### config.mk
export PLATFORM = sky130hd
export DESIGN_NAME = cartridge_sound_and_irq_unit
export DESIGN_NICKNAME = d
export VERILOG_FILES = /design/src/hdl/csi_pkg.sv /design/src/hdl/cartridge_sound_and_irq_unit.sv /design/src/hdl/csi_sound.sv /design/src/hdl/csi_irq.sv
export VERILOG_INCLUDE_DIRS = /design/src /design/src/hdl
export SDC_FILE = /design/constraint.sdc
export NUM_CORES = 1
export LEC_CHECK = 0
export BUFFER_PORTS_ARGS = -buffer_cell sky130_fd_sc_hd__buf_2
export CORE_ASPECT_RATIO = 1.4
export CORE_MARGIN = 5
export CORE_UTILIZATION = 69
export CTS_BUF_LIST = sky130_fd_sc_hd__clkbuf_8
export CTS_CLUSTER_DIAMETER = 120
export DETAILED_ROUTE_END_ITERATION = 8
export PLACE_DENSITY = 0.85
export SYNTH_ARGS = -nofsm -noshare
export SYNTH_HDL_FRONTEND = slang
export SYNTH_HIERARCHICAL = 1
export SYNTH_SLANG_ARGS = --single-unit
### constraint.sdc
create_clock -name clk_i -period 6.3 [get_ports clk_i]
set_clock_uncertainty 0.15 [all_clocks]
set_input_delay 0 -clock clk_i [delete_from_list [all_inputs] [get_ports clk_i]]
set_output_delay 0 -clock clk_i [all_outputs]
set_load 0.005 [all_outputs]
### src/hdl/cartridge_sound_and_irq_unit_defines.svh
// Assertion macros shared by the cartridge sound and IRQ unit.
`ifndef CARTRIDGE_SOUND_AND_IRQ_UNIT_DEFINES_SVH
`define CARTRIDGE_SOUND_AND_IRQ_UNIT_DEFINES_SVH

// Same-cycle implication, checked on every rising edge outside reset.
`define CSI_ASSERT_IMP(label, ante, cons) \
  label: assert property (@(posedge clk_i) disable iff (!rst_ni) (ante) |-> (cons)) \
    else $error("csi assertion failed");

// Next-cycle implication, checked on every rising edge outside reset.
`define CSI_ASSERT_NXT(label, ante, cons) \
  label: assert property (@(posedge clk_i) disable iff (!rst_ni) (ante) |=> (cons)) \
    else $error("csi assertion failed");

`endif

### src/hdl/csi_pkg.sv
// Types and constants shared by the cartridge sound and IRQ unit.
`timescale 1ns / 1ps
package csi_pkg;

  // Request kinds carried in the func field.
  localparam logic [1:0] FUNC_WRITE = 2'd0;
  localparam logic [1:0] FUNC_CPU   = 2'd1;
  localparam logic [1:0] FUNC_AUDIO = 2'd2;

  // Register select within a page, after the optional A0/A1 swap.
  localparam logic [1:0] REG_CTRL = 2'd0;
  localparam logic [1:0] REG_LOW  = 2'd1;
  localparam logic [1:0] REG_HIGH = 2'd2;
  localparam logic [1:0] REG_AUX  = 2'd3;

  // Upper address nibble of each mapped page.
  localparam logic [3:0] ADDR_PULSE_A = 4'h9;
  localparam logic [3:0] ADDR_PULSE_B = 4'hA;
  localparam logic [3:0] ADDR_SAW     = 4'hB;
  localparam logic [3:0] ADDR_IRQ     = 4'hF;

  localparam logic [8:0] PRESC_LIMIT   = 9'd338;
  localparam logic [8:0] PRESC_STEP    = 9'd3;
  localparam logic [7:0] COUNT_TOP     = 8'hFF;
  localparam logic [1:0] IRQ_DELAY     = 2'd1;
  localparam logic [3:0] SAW_STEP_WRAP = 4'd14;

  typedef enum logic [2:0] {
    PAGE_NONE,
    PAGE_PULSE_A,
    PAGE_PULSE_B,
    PAGE_SAW,
    PAGE_IRQ
  } page_e;

  // One decoded request, valid for the cycle in which it is applied.
  typedef struct packed {
    logic       wr;
    logic       cpu;
    logic       audio;
    page_e      page;
    logic [1:0] sel;
    logic [7:0] data;
  } cmd_t;

endpackage

### src/hdl/cartridge_sound_and_irq_unit.sv
// Top level: request register, address decode, mirroring and result handshake.
// A result is registered when its request leaves the request register.
// Throughput: one request per cycle if the result does not stall; the state
// update is a single pass from the request register into the channel and
// counter registers, which form the result and are held while it is stalled.
// Reset (async, active low) sets all but the request fields to defaults.
`timescale 1ns / 1ps
`include "cartridge_sound_and_irq_unit_defines.svh"
module cartridge_sound_and_irq_unit (
  input  logic        clk_i,
  input  logic        rst_ni,
  input  logic        cfg_valid_i,
  output logic        cfg_ready_o,
  input  logic        cfg_data_i,
  input  logic        in_valid_i,
  output logic        in_stall_o,
  input  logic [1:0]  func_i,
  input  logic [15:0] address_i,
  input  logic [7:0]  data_i,
  output logic        out_valid_o,
  input  logic        out_stall_i,
  output logic [3:0]  pulse_a_level_o,
  output logic [3:0]  pulse_b_level_o,
  output logic [7:0]  saw_level_o,
  output logic        irq_line_o,
  output logic [1:0]  mirror_select_o
);

  logic        revision_q;
  logic        s1_valid_q, s1_valid_d;
  logic [1:0]  s1_func_q;
  logic [15:0] s1_addr_q;
  logic [7:0]  s1_data_q;
  logic        out_valid_q, out_valid_d;
  logic [1:0]  mirror_q, mirror_d;
  logic        accept;
  logic        advance;
  csi_pkg::cmd_t cmd;

  assign cfg_ready_o = 1'b1;

  // The held request moves on when the result slot is empty or being taken.
  assign advance    = s1_valid_q && (!out_valid_q || !out_stall_i);
  assign in_stall_o = s1_valid_q && !advance;
  assign accept     = in_valid_i && !in_stall_o;

  always_comb begin
    logic [1:0] sel;
    sel = s1_addr_q[1:0];
    if (revision_q) sel = {s1_addr_q[0], s1_addr_q[1]};
    cmd.wr    = advance && (s1_func_q == csi_pkg::FUNC_WRITE);
    cmd.cpu   = advance && (s1_func_q == csi_pkg::FUNC_CPU);
    cmd.audio = advance && (s1_func_q == csi_pkg::FUNC_AUDIO);
    cmd.sel   = sel;
    cmd.data  = s1_data_q;
    unique case (s1_addr_q[15:12])
      csi_pkg::ADDR_PULSE_A: cmd.page = csi_pkg::PAGE_PULSE_A;
      csi_pkg::ADDR_PULSE_B: cmd.page = csi_pkg::PAGE_PULSE_B;
      csi_pkg::ADDR_SAW:     cmd.page = csi_pkg::PAGE_SAW;
      csi_pkg::ADDR_IRQ:     cmd.page = csi_pkg::PAGE_IRQ;
      default:               cmd.page = csi_pkg::PAGE_NONE;
    endcase
  end

  always_comb begin
    mirror_d = mirror_q;
    if (cmd.wr && cmd.page == csi_pkg::PAGE_SAW && cmd.sel == csi_pkg::REG_AUX) begin
      mirror_d = cmd.data[3:2];
    end
    s1_valid_d = accept ? 1'b1 : (advance ? 1'b0 : s1_valid_q);
    out_valid_d = advance ? 1'b1 : (out_stall_i ? out_valid_q : 1'b0);
  end

  always_ff @(posedge clk_i or negedge rst_ni) begin
    if (!rst_ni) begin
      revision_q  <= 1'b0;
      s1_valid_q  <= 1'b0;
      out_valid_q <= 1'b0;
      mirror_q    <= '0;
    end else begin
      if (cfg_valid_i) revision_q <= cfg_data_i;
      s1_valid_q  <= s1_valid_d;
      out_valid_q <= out_valid_d;
      mirror_q    <= mirror_d;
    end
  end

  always_ff @(posedge clk_i) begin
    if (accept) begin
      s1_func_q <= func_i;
      s1_addr_q <= address_i;
      s1_data_q <= data_i;
    end
  end

  csi_sound u_sound (
    .clk_i           (clk_i),
    .rst_ni          (rst_ni),
    .cmd_i           (cmd),
    .pulse_a_level_o (pulse_a_level_o),
    .pulse_b_level_o (pulse_b_level_o),
    .saw_level_o     (saw_level_o)
  );

  csi_irq u_irq (
    .clk_i      (clk_i),
    .rst_ni     (rst_ni),
    .cmd_i      (cmd),
    .irq_line_o (irq_line_o)
  );

  assign out_valid_o     = out_valid_q;
  assign mirror_select_o = mirror_q;

  // The interrupt line only rises on a CPU tick request.
  `CSI_ASSERT_IMP(a_irq_rise_on_tick, $rose(irq_line_o), $past(cmd.cpu))
  // Writing the IRQ control or acknowledge register drops the line.
  `CSI_ASSERT_NXT(a_irq_clear_on_write,
    cmd.wr && cmd.page == csi_pkg::PAGE_IRQ &&
    (cmd.sel == csi_pkg::REG_LOW || cmd.sel == csi_pkg::REG_HIGH), !irq_line_o)
  // A held request waits while a stalled result occupies the output.
  `CSI_ASSERT_NXT(a_hold_behind_stall, s1_valid_q && out_valid_q && out_stall_i,
    s1_valid_q && out_valid_q)

endmodule

### src/hdl/csi_sound.sv
// Two pulse channels and the sawtooth channel, with their register writes.
`timescale 1ns / 1ps
module csi_sound (
  input  logic          clk_i,
  input  logic          rst_ni,
  input  csi_pkg::cmd_t cmd_i,
  output logic [3:0]    pulse_a_level_o,
  output logic [3:0]    pulse_b_level_o,
  output logic [7:0]    saw_level_o
);

  logic        p_en_q     [2];
  logic [2:0]  p_duty_q   [2];
  logic [3:0]  p_step_q   [2];
  logic [3:0]  p_vol_q    [2];
  logic        p_const_q  [2];
  logic [11:0] p_period_q [2];
  logic [12:0] p_timer_q  [2];
  logic [3:0]  p_out_q    [2];
  logic        p_en_d     [2];
  logic [2:0]  p_duty_d   [2];
  logic [3:0]  p_step_d   [2];
  logic [3:0]  p_vol_d    [2];
  logic        p_const_d  [2];
  logic [11:0] p_period_d [2];
  logic [12:0] p_timer_d  [2];
  logic [3:0]  p_out_d    [2];

  logic        s_en_q, s_en_d;
  logic [5:0]  s_rate_q, s_rate_d;
  logic [3:0]  s_step_q, s_step_d;
  logic [7:0]  s_accum_q, s_accum_d;
  logic [11:0] s_period_q, s_period_d;
  logic [12:0] s_timer_q, s_timer_d;
  logic [7:0]  s_out_q, s_out_d;

  always_comb begin
    logic [12:0]       tdec;
    logic [3:0]        nstep;
    logic [7:0]        acc;
    csi_pkg::page_e    pg;
    tdec  = '0;
    nstep = '0;
    acc   = '0;
    pg    = csi_pkg::PAGE_NONE;
    for (int ch = 0; ch < 2; ch++) begin
      p_en_d[ch]     = p_en_q[ch];
      p_duty_d[ch]   = p_duty_q[ch];
      p_step_d[ch]   = p_step_q[ch];
      p_vol_d[ch]    = p_vol_q[ch];
      p_const_d[ch]  = p_const_q[ch];
      p_period_d[ch] = p_period_q[ch];
      p_timer_d[ch]  = p_timer_q[ch];
      p_out_d[ch]    = p_out_q[ch];
      pg = (ch == 0) ? csi_pkg::PAGE_PULSE_A : csi_pkg::PAGE_PULSE_B;
      if (cmd_i.wr && cmd_i.page == pg) begin
        unique case (cmd_i.sel)
          csi_pkg::REG_CTRL: begin
            p_vol_d[ch]   = cmd_i.data[3:0];
            p_duty_d[ch]  = cmd_i.data[6:4];
            p_const_d[ch] = cmd_i.data[7];
          end
          csi_pkg::REG_LOW: p_period_d[ch][7:0] = cmd_i.data;
          csi_pkg::REG_HIGH: begin
            p_period_d[ch][11:8] = cmd_i.data[3:0];
            p_en_d[ch]           = cmd_i.data[7];
          end
          default: ;
        endcase
      end
      if (cmd_i.audio) begin
        tdec = p_timer_q[ch] - 13'd1;
        p_timer_d[ch] = tdec;
        if (tdec == '0) begin
          nstep = p_step_q[ch] + 4'd1;
          p_step_d[ch]  = nstep;
          p_timer_d[ch] = {1'b0, p_period_q[ch]} + 13'd1;
          if (p_en_q[ch]) begin
            // The duty compare sees the step after it has advanced.
            p_out_d[ch] = (p_const_q[ch] || nstep <= {1'b0, p_duty_q[ch]}) ?
                          p_vol_q[ch] : 4'd0;
          end
        end
        if (!p_en_q[ch]) p_out_d[ch] = 4'd0;
      end
    end

    s_en_d     = s_en_q;
    s_rate_d   = s_rate_q;
    s_step_d   = s_step_q;
    s_accum_d  = s_accum_q;
    s_period_d = s_period_q;
    s_timer_d  = s_timer_q;
    s_out_d    = s_out_q;
    if (cmd_i.wr && cmd_i.page == csi_pkg::PAGE_SAW) begin
      unique case (cmd_i.sel)
        csi_pkg::REG_CTRL: s_rate_d = cmd_i.data[5:0];
        csi_pkg::REG_LOW:  s_period_d[7:0] = cmd_i.data;
        csi_pkg::REG_HIGH: begin
          s_period_d[11:8] = cmd_i.data[3:0];
          s_en_d           = cmd_i.data[7];
        end
        default: ;
      endcase
    end
    if (cmd_i.audio) begin
      tdec = s_timer_q - 13'd1;
      s_timer_d = tdec;
      if (tdec == '0) begin
        s_timer_d = {1'b0, s_period_q} + 13'd1;
        acc = s_accum_q;
        // The accumulator grows on every even nonzero step.
        if (s_step_q != '0 && !s_step_q[0]) acc = s_accum_q + {2'b00, s_rate_q};
        nstep = s_step_q + 4'd1;
        if (nstep == csi_pkg::SAW_STEP_WRAP) begin
          nstep = '0;
          acc   = '0;
        end
        s_step_d  = nstep;
        s_accum_d = acc;
        if (s_en_q) s_out_d = acc;
      end
    end
  end

  always_ff @(posedge clk_i or negedge rst_ni) begin
    if (!rst_ni) begin
      for (int ch = 0; ch < 2; ch++) begin
        p_en_q[ch]     <= 1'b0;
        p_duty_q[ch]   <= 3'd1;
        p_step_q[ch]   <= '0;
        p_vol_q[ch]    <= '0;
        p_const_q[ch]  <= 1'b0;
        p_period_q[ch] <= '0;
        p_timer_q[ch]  <= 13'd1;
        p_out_q[ch]    <= '0;
      end
      s_en_q     <= 1'b0;
      s_rate_q   <= '0;
      s_step_q   <= '0;
      s_accum_q  <= '0;
      s_period_q <= '0;
      s_timer_q  <= 13'd1;
      s_out_q    <= '0;
    end else begin
      for (int ch = 0; ch < 2; ch++) begin
        p_en_q[ch]     <= p_en_d[ch];
        p_duty_q[ch]   <= p_duty_d[ch];
        p_step_q[ch]   <= p_step_d[ch];
        p_vol_q[ch]    <= p_vol_d[ch];
        p_const_q[ch]  <= p_const_d[ch];
        p_period_q[ch] <= p_period_d[ch];
        p_timer_q[ch]  <= p_timer_d[ch];
        p_out_q[ch]    <= p_out_d[ch];
      end
      s_en_q     <= s_en_d;
      s_rate_q   <= s_rate_d;
      s_step_q   <= s_step_d;
      s_accum_q  <= s_accum_d;
      s_period_q <= s_period_d;
      s_timer_q  <= s_timer_d;
      s_out_q    <= s_out_d;
    end
  end

  assign pulse_a_level_o = p_out_q[0];
  assign pulse_b_level_o = p_out_q[1];
  assign saw_level_o     = s_out_q;

endmodule

### src/hdl/csi_irq.sv
// Scanline and cycle IRQ counter with its delayed interrupt line.
`timescale 1ns / 1ps
module csi_irq (
  input  logic          clk_i,
  input  logic          rst_ni,
  input  csi_pkg::cmd_t cmd_i,
  output logic          irq_line_o
);

  logic       en_q, en_d;
  logic       en_ack_q, en_ack_d;
  logic       cyc_mode_q, cyc_mode_d;
  logic [7:0] reload_q, reload_d;
  logic [7:0] count_q, count_d;
  logic [8:0] presc_q, presc_d;
  logic [1:0] delay_q, delay_d;
  logic       irq_q, irq_d;

  always_comb begin
    logic step;
    en_d       = en_q;
    en_ack_d   = en_ack_q;
    cyc_mode_d = cyc_mode_q;
    reload_d   = reload_q;
    count_d    = count_q;
    presc_d    = presc_q;
    delay_d    = delay_q;
    irq_d      = irq_q;
    step       = 1'b0;

    if (cmd_i.wr && cmd_i.page == csi_pkg::PAGE_IRQ) begin
      unique case (cmd_i.sel)
        csi_pkg::REG_CTRL: reload_d = cmd_i.data;
        csi_pkg::REG_LOW: begin
          en_ack_d   = cmd_i.data[0];
          en_d       = cmd_i.data[1];
          cyc_mode_d = cmd_i.data[2];
          if (cmd_i.data[1]) begin
            presc_d = '0;
            count_d = reload_q;
          end
          irq_d = 1'b0;
        end
        csi_pkg::REG_HIGH: begin
          en_d  = en_ack_q;
          irq_d = 1'b0;
        end
        default: ;
      endcase
    end

    if (cmd_i.cpu) begin
      // A running delay finishes even if a write cleared the line meanwhile.
      if (delay_q != '0) begin
        delay_d = delay_q - 2'd1;
        if (delay_q == 2'd1) irq_d = 1'b1;
      end
      if (en_q) begin
        if (cyc_mode_q) begin
          step = 1'b1;
        end else if (presc_q < csi_pkg::PRESC_LIMIT) begin
          presc_d = presc_q + csi_pkg::PRESC_STEP;
        end else begin
          presc_d = presc_q - csi_pkg::PRESC_LIMIT;
          step    = 1'b1;
        end
      end
      if (step) begin
        if (count_q != csi_pkg::COUNT_TOP) begin
          count_d = count_q + 8'd1;
        end else begin
          count_d = reload_q;
          delay_d = csi_pkg::IRQ_DELAY;
        end
      end
    end
  end

  always_ff @(posedge clk_i or negedge rst_ni) begin
    if (!rst_ni) begin
      en_q       <= 1'b0;
      en_ack_q   <= 1'b0;
      cyc_mode_q <= 1'b0;
      reload_q   <= '0;
      count_q    <= '0;
      presc_q    <= '0;
      delay_q    <= '0;
      irq_q      <= 1'b0;
    end else begin
      en_q       <= en_d;
      en_ack_q   <= en_ack_d;
      cyc_mode_q <= cyc_mode_d;
      reload_q   <= reload_d;
      count_q    <= count_d;
      presc_q    <= presc_d;
      delay_q    <= delay_d;
      irq_q      <= irq_d;
    end
  end

  assign irq_line_o = irq_q;

endmodule
======== Word level (Yosys, flattened, before mapping) ========
Index checks and enable logic that the tools add are counted.
cells by class
  $add $sub $neg .......................... 14
  order comparisons ....................... 3
  muxes and demuxes ....................... 44
  eq/ne operators ......................... 19
  reductions and logical operators ........ 48
operator list
  kind                                                                    number
  8-bit 2-to-1 mux                                                        8
  9-bit 2-to-1 mux                                                        7
  12-bit by 1-bit adder with 13-bit output (second input constant)        3
  13-bit logical NOT                                                      3
  13-bit 2-to-1 mux                                                       3
  13-bit by 1-bit subtractor with 13-bit output (second input constant)   3
  2-bit AND reduction                                                     17
  4-bit 2-to-1 mux                                                        7
  4-bit equality test (second input constant)                             5
  1-bit 2-to-1 mux                                                        13
  4-bit by 1-bit adder with 4-bit output (second input constant)          3
  1-bit logical AND                                                       12
  3-bit case mux with 4 select lines                                      1
  9-bit by 2-bit adder with 9-bit output (second input constant)          1
  9-bit less-than comparator (second input constant)                      1
  9-bit subtractor (second input constant)                                1
  8-bit by 1-bit adder with 8-bit output (second input constant)          1
  8-bit by 6-bit adder with 8-bit output                                  1
  4-bit by 3-bit <= comparator with 1-bit output                          2
  2-bit 2-to-1 mux                                                        4
  8-bit inequality test (second input constant)                           1
  2-bit by 1-bit equality test with 1-bit output (second input constant)  3
  2-bit equality test (second input constant)                             3
  3-bit by 2-bit equality test with 1-bit output (second input constant)  2
  other kinds (13)                                                        23
word-level totals
  output and inout bits ................... 22
  word-level logic and storage cells ...... 169
  input port bits ......................... 32
  flip-flop bits (word level) ............. 198

======== Logic depth before layout (Yosys ltp) ========
  word-level depth ........................ 9
  depth in mapped cells ................... 10
  depth with buffers taken out ............ 9

======== Hierarchy ========
Netlist, hierarchy kept.
by module, submodules not included
  module                        seq. area each (sq um)  cells each  area an instance (sq um)  instances
  csi_sound                     3409.5                  759         7768.7                    1
  csi_irq                       775.7                   201         1963.1                    1
  cartridge_sound_and_irq_unit  605.6                   46          819.5                     1

======== Least setup slack after synthesis ========
Ideal clock, no wire load.
  kind .................................... reg-to-reg
  from .................................... register u_sound/p_timer_q[0] (netlist bit)
  to ...................................... register u_sound/p_timer_q[3] (netlist bit)
  buffers on the path ..................... 1
  arrival time ............................ 2364 ps
  required time ........................... 6005 ps
  setup slack ............................. 3641 ps
  stages on the path, launching flop included .. 10
  library setup time ...................... 145 ps
  period minus slack after synthesis ...... 2659 ps
  path through ............................ dfstp_2 > inv_1 > ha_1 > or2_2 > o21a_1 > o22a_1 > nor4_2 > buf_4 > mux2i_1 > a22oi_1
between the ends
  cells in the longest elaborated chain, start to end .. 3
ends and longest elaborated chain
  item                                               RTL line          RTL
  start, declared                                    csi_sound.sv:18   logic [12:0] p_timer_q [2];
  start signal, assigned by index                    csi_sound.sv:153  p_timer_q[ch] <= p_timer_d[ch];
  13-bit by 1-bit subtractor with 13-bit output (*)  csi_sound.sv:72   tdec = p_timer_q[ch] - 13'd1;
  13-bit logical NOT                                 csi_sound.sv:74   if (tdec == '0) begin
  13-bit 2-to-1 mux (*)                              csi_sound.sv:74
Every way passes the cells marked *; elsewhere a longest branch is shown, timed or not.
A chain may end at the register's enable or synchronous reset.

======== Worst setup path after layout ========
  from .................................... register u_sound/p_timer_q[1] (netlist bit)
  to ...................................... register u_sound/p_timer_q[10] (netlist bit)
The elaborated chain is that of the path after synthesis.

==> summary.md <==
| Metric | Value |
|---|---|
| Status | finished, final reports clean |
| Period Utilization, post-route | 0.552 |
| Vias in the first global route | 8,316 |
| Synthesized cell area | 0.0106 mm² |
| Worst-path clk slew | 0.10 ns |
| IO buf count | 42 |
| Synthesized flop and latch total | 188 |
| Period minus WS final | 3.48 ns |
| Routed length per instance | 19.2 µm |
| Post-CTS sizing | 0 |
| Mapped Nets | 1,073 |
| Slew HR | 0.315 |
| Post-synth top area share | 0.396 |
| P_leak | 5.15 nW |
| Die height | 156 µm |
| N_diodes | 0 |
| Synth Instances | 1,006 |
| CP startpoint kind | flop |
| Layout cell share with drive strength beyond 1 | 0.187 |
| Most frequent cells after synthesis | dfrtp_1, nand2_1, mux2_2 |
| R2R setup slack | 2.82 ns |
| Root buf cell | clkbuf_8 |
| Highest metal used | met4 |
| Leading area contributor after synthesis | dfrtp_1 |
| Die area | 0.0179 mm² |
| Worst Path Buf+Inv | 2 |
| First-pass DRT Iterations | 6 |
| DR vias/cell | 6.47 |
| Initial DRC Count | 697 |
| CP max stage cell | nor4_1 |
| CTS sink cnt | 188 |
| Post-synth cell types | 96 |
| R2R Path Start | u_sound/p_timer_q[1] |
| H-tree levels | 4 |
| Total track usage | 0.284 |
| Ys Warns | 6 |
| Worst Path Arrival | 3.70 ns |
| Final GP Congestion | 0.854 |
| Dpl hpwl | 15.6 mm |
| Grt total ovfl | 0 |
| Drt total wl | 24.2 mm |
| Fin. max-slew vios | 0 |
| Critical Path Sink Type | flop |
| Delay-heaviest family, CP | simple AND/OR/NAND/NOR gates |
| RR Endpoint | u_sound/p_timer_q[10] |
| CP max FO | 7 |
| Endpoints failing setup | 0 |
| Clk buf depth | 2 |
| Die Width | 115 µm |
| Synth async-reset ratio | 0.915 |
| Syn-to-layout area delta | 8.75% |
| Drc violations | 0 |
| CTS buffer count | 17 |
| Least-Margin Pin Slew | 1.02 ns |
| Critical path class | flop to flop |
| Setup bufs post-CTS | 0 |
| RSZ-0062 raised after global routing | false |
| Antenna-violating nets left | 0 |
| Max IR drop VDD | 272 µV |
| Row count | 53 |
| FMAX | 0.288 GHz |
| Number of synthesized flops with an enable pin | 16 |
| Net count, final | 1,126 |
| Setup TNS | 0 ns |
| Cells on worst reg2reg path | 9 |
| Max Cap Viol | 0 |
| Routed length on met2 | 12.6 mm |
| Crit-path cells | inv_1, ha_1, nor3b_1, nand3b_1, xnor2_1, nor4_1, buf_4, a21oi_1, a211oi_1 |
| Worst min-delay path category | primary input to asynchronous set/reset pin |
| Syn_area_per_cell | 10.5 µm² |
| Detail Route met3 WL | 1.03 mm |
| Worst skew pair latency | 0.47 ns |
| Crit path required time | 6.52 ns |
| First-pass GRT wire length | 40.8 mm |
| I/O pins | 54 |
| Fin util | 0.762 |
| Starting density of the core | 0.701 |
| Synth top area cells | dfrtp_1, mux2_2, edfxtp_1 |
| Core ar. | 0.0151 mm² |
| Pwr dens | 276 mW/mm² |
| Cell with the most instances after synthesis | dfrtp_1 |
| Vias | 8,178 |
| Final Hold Viols | 0 |
| Largest net degree at the start of global routing | 109 |
| Seq/Total Area, Yosys | 0.454 |
| Top_reg_cell synth | dfrtp_1 |
| Initial antenna violation count | 0 |
| Met1 wire length | 9.73 mm |
| CTS tree | done |
| Worst path max stage delay | 0.87 ns |
==> metrics by stage <==
| step | setup slack [ns] | cell area (µm²) | hold slack (ns) | std cells | power (mW) |
|---|---|---|---|---|---|
| after floorplan | 3.64 | 10600 | -0.446 | 1006 | 2.16 |
| after global placement | 2.99 | 10900 | 0.0272 | 1210 | 2.32 |
| after detailed placement | 2.90 | 10900 | 0.0281 | 1210 | 2.36 |
| after CTS | 2.87 | 11500 | 0.0708 | 1264 | 3.16 |
| after global routing | 2.46 | 11500 | 0.0717 | 1264 | 3.36 |
| final | 2.82 | 11500 | 0.0535 | 1264 | 3.17 |
==> how the worst max path moves through the flow <==
stage | start | end | depth (start not counted)
finish | u_sound/p_timer_q[1] | u_sound/p_timer_q[10] | 9
global route | u_sound/p_timer_q[1] | u_sound/p_timer_q[10] | 9
CTS | u_sound/p_timer_q[1] | u_sound/p_timer_q[10] | 9
detailed placement | u_sound/p_timer_q[1] | u_sound/p_timer_q[10] | 9
global placement | u_sound/s_timer_q[1] | u_sound/saw_level_o[4] | 8
floorplan | u_sound/p_timer_q[0] | u_sound/p_timer_q[3] | 9
==> routing by layer <==
| metal | vias up | global-route usage |
|---|---|---|
| met1 | 4008 | 0.349 |
| met5 | - | 0 |
| met3 | 74 | 0.0456 |
| met2 | 288 | 0.489 |
| li1 | 3808 | - |
| met4 | 0 | 0.133 |
==> sequential cells by signal (all words and copies together) (netlist names), 9 cells and up <==
register / cells
u_sound/p_timer_q: 26
u_sound/p_period_q: 24
u_sound/s_timer_q: 13
u_sound/s_period_q: 12
u_irq/presc_q: 9
==> cells by family (layout without fill, tap and decap cells) <==
logic type / Yosys count / count (layout) / share of synthesized area
other cells: 1 / 1 / 0.000355
mux: 92 / 92 / 0.0985
fa+ha+maj: 35 / 35 / 0.0422
compound gates: 221 / 221 / 0.147
buf+inv: 73 / 139 / 0.0312
flops: 188 / 188 / 0.454
xor+xnor: 53 / 53 / 0.0440
simple gates: 343 / 343 / 0.182
==> where the power goes <==
| part | internal (mW) | switching, mW | total [mW] | leakage [nW] |
|---|---|---|---|---|
| clock network | 0.352 | 0.439 | 0.791 | 0.187 |
| registers | 1.36 | 0.189 | 1.55 | 2.45 |
| logic | 0.362 | 0.463 | 0.825 | 2.51 |
==> final cells by class <==
cell class	instances	area [µm²]
repair buffers	70	482
clock inverters	15	150
flip-flops and latches	188	4790
well taps	192	240
inverters	37	139
clock buffers	17	234
fillers	960	3580
multi-input cells	745	5440
==> placed cells by master, fill, tap and decap left out, types with 6 or more instances in the layout <==
master,synthesis,layout
dfrtp_1,167,167
nand2_1,83,83
mux2_2,78,78
o21ai_0,59,59
nor2_1,54,53
nand3_1,44,44
buf_2,7,41
inv_1,37,39
ha_1,34,34
xnor2_1,34,34
a21oi_1,26,26
dlygate4sd3_1,0,22
and3_1,22,22
nand4_1,19,19
xor2_1,19,19
clkbuf_8,0,17
nor3_1,17,17
edfxtp_1,16,16
o21a_1,15,15
a211oi_1,13,13
nor2b_1,12,12
nor3b_1,11,11
o31ai_1,10,10
nor4_1,10,10
mux2i_1,9,9
or2_2,9,9
a21o_1,9,9
and2_1,7,7
or3_1,7,7
a31oi_1,7,7
o22a_1,7,7
nand2b_1,6,6
and4_1,6,6
a22oi_1,6,6
buf_4,4,6
==> repair_timing <==
action                     in CTS  in global routing
hold buffers                   22                  0
setup endpoints to repair       0                  0
hold endpoints to repair      124                  0
(Power assumes the default switching activity.)
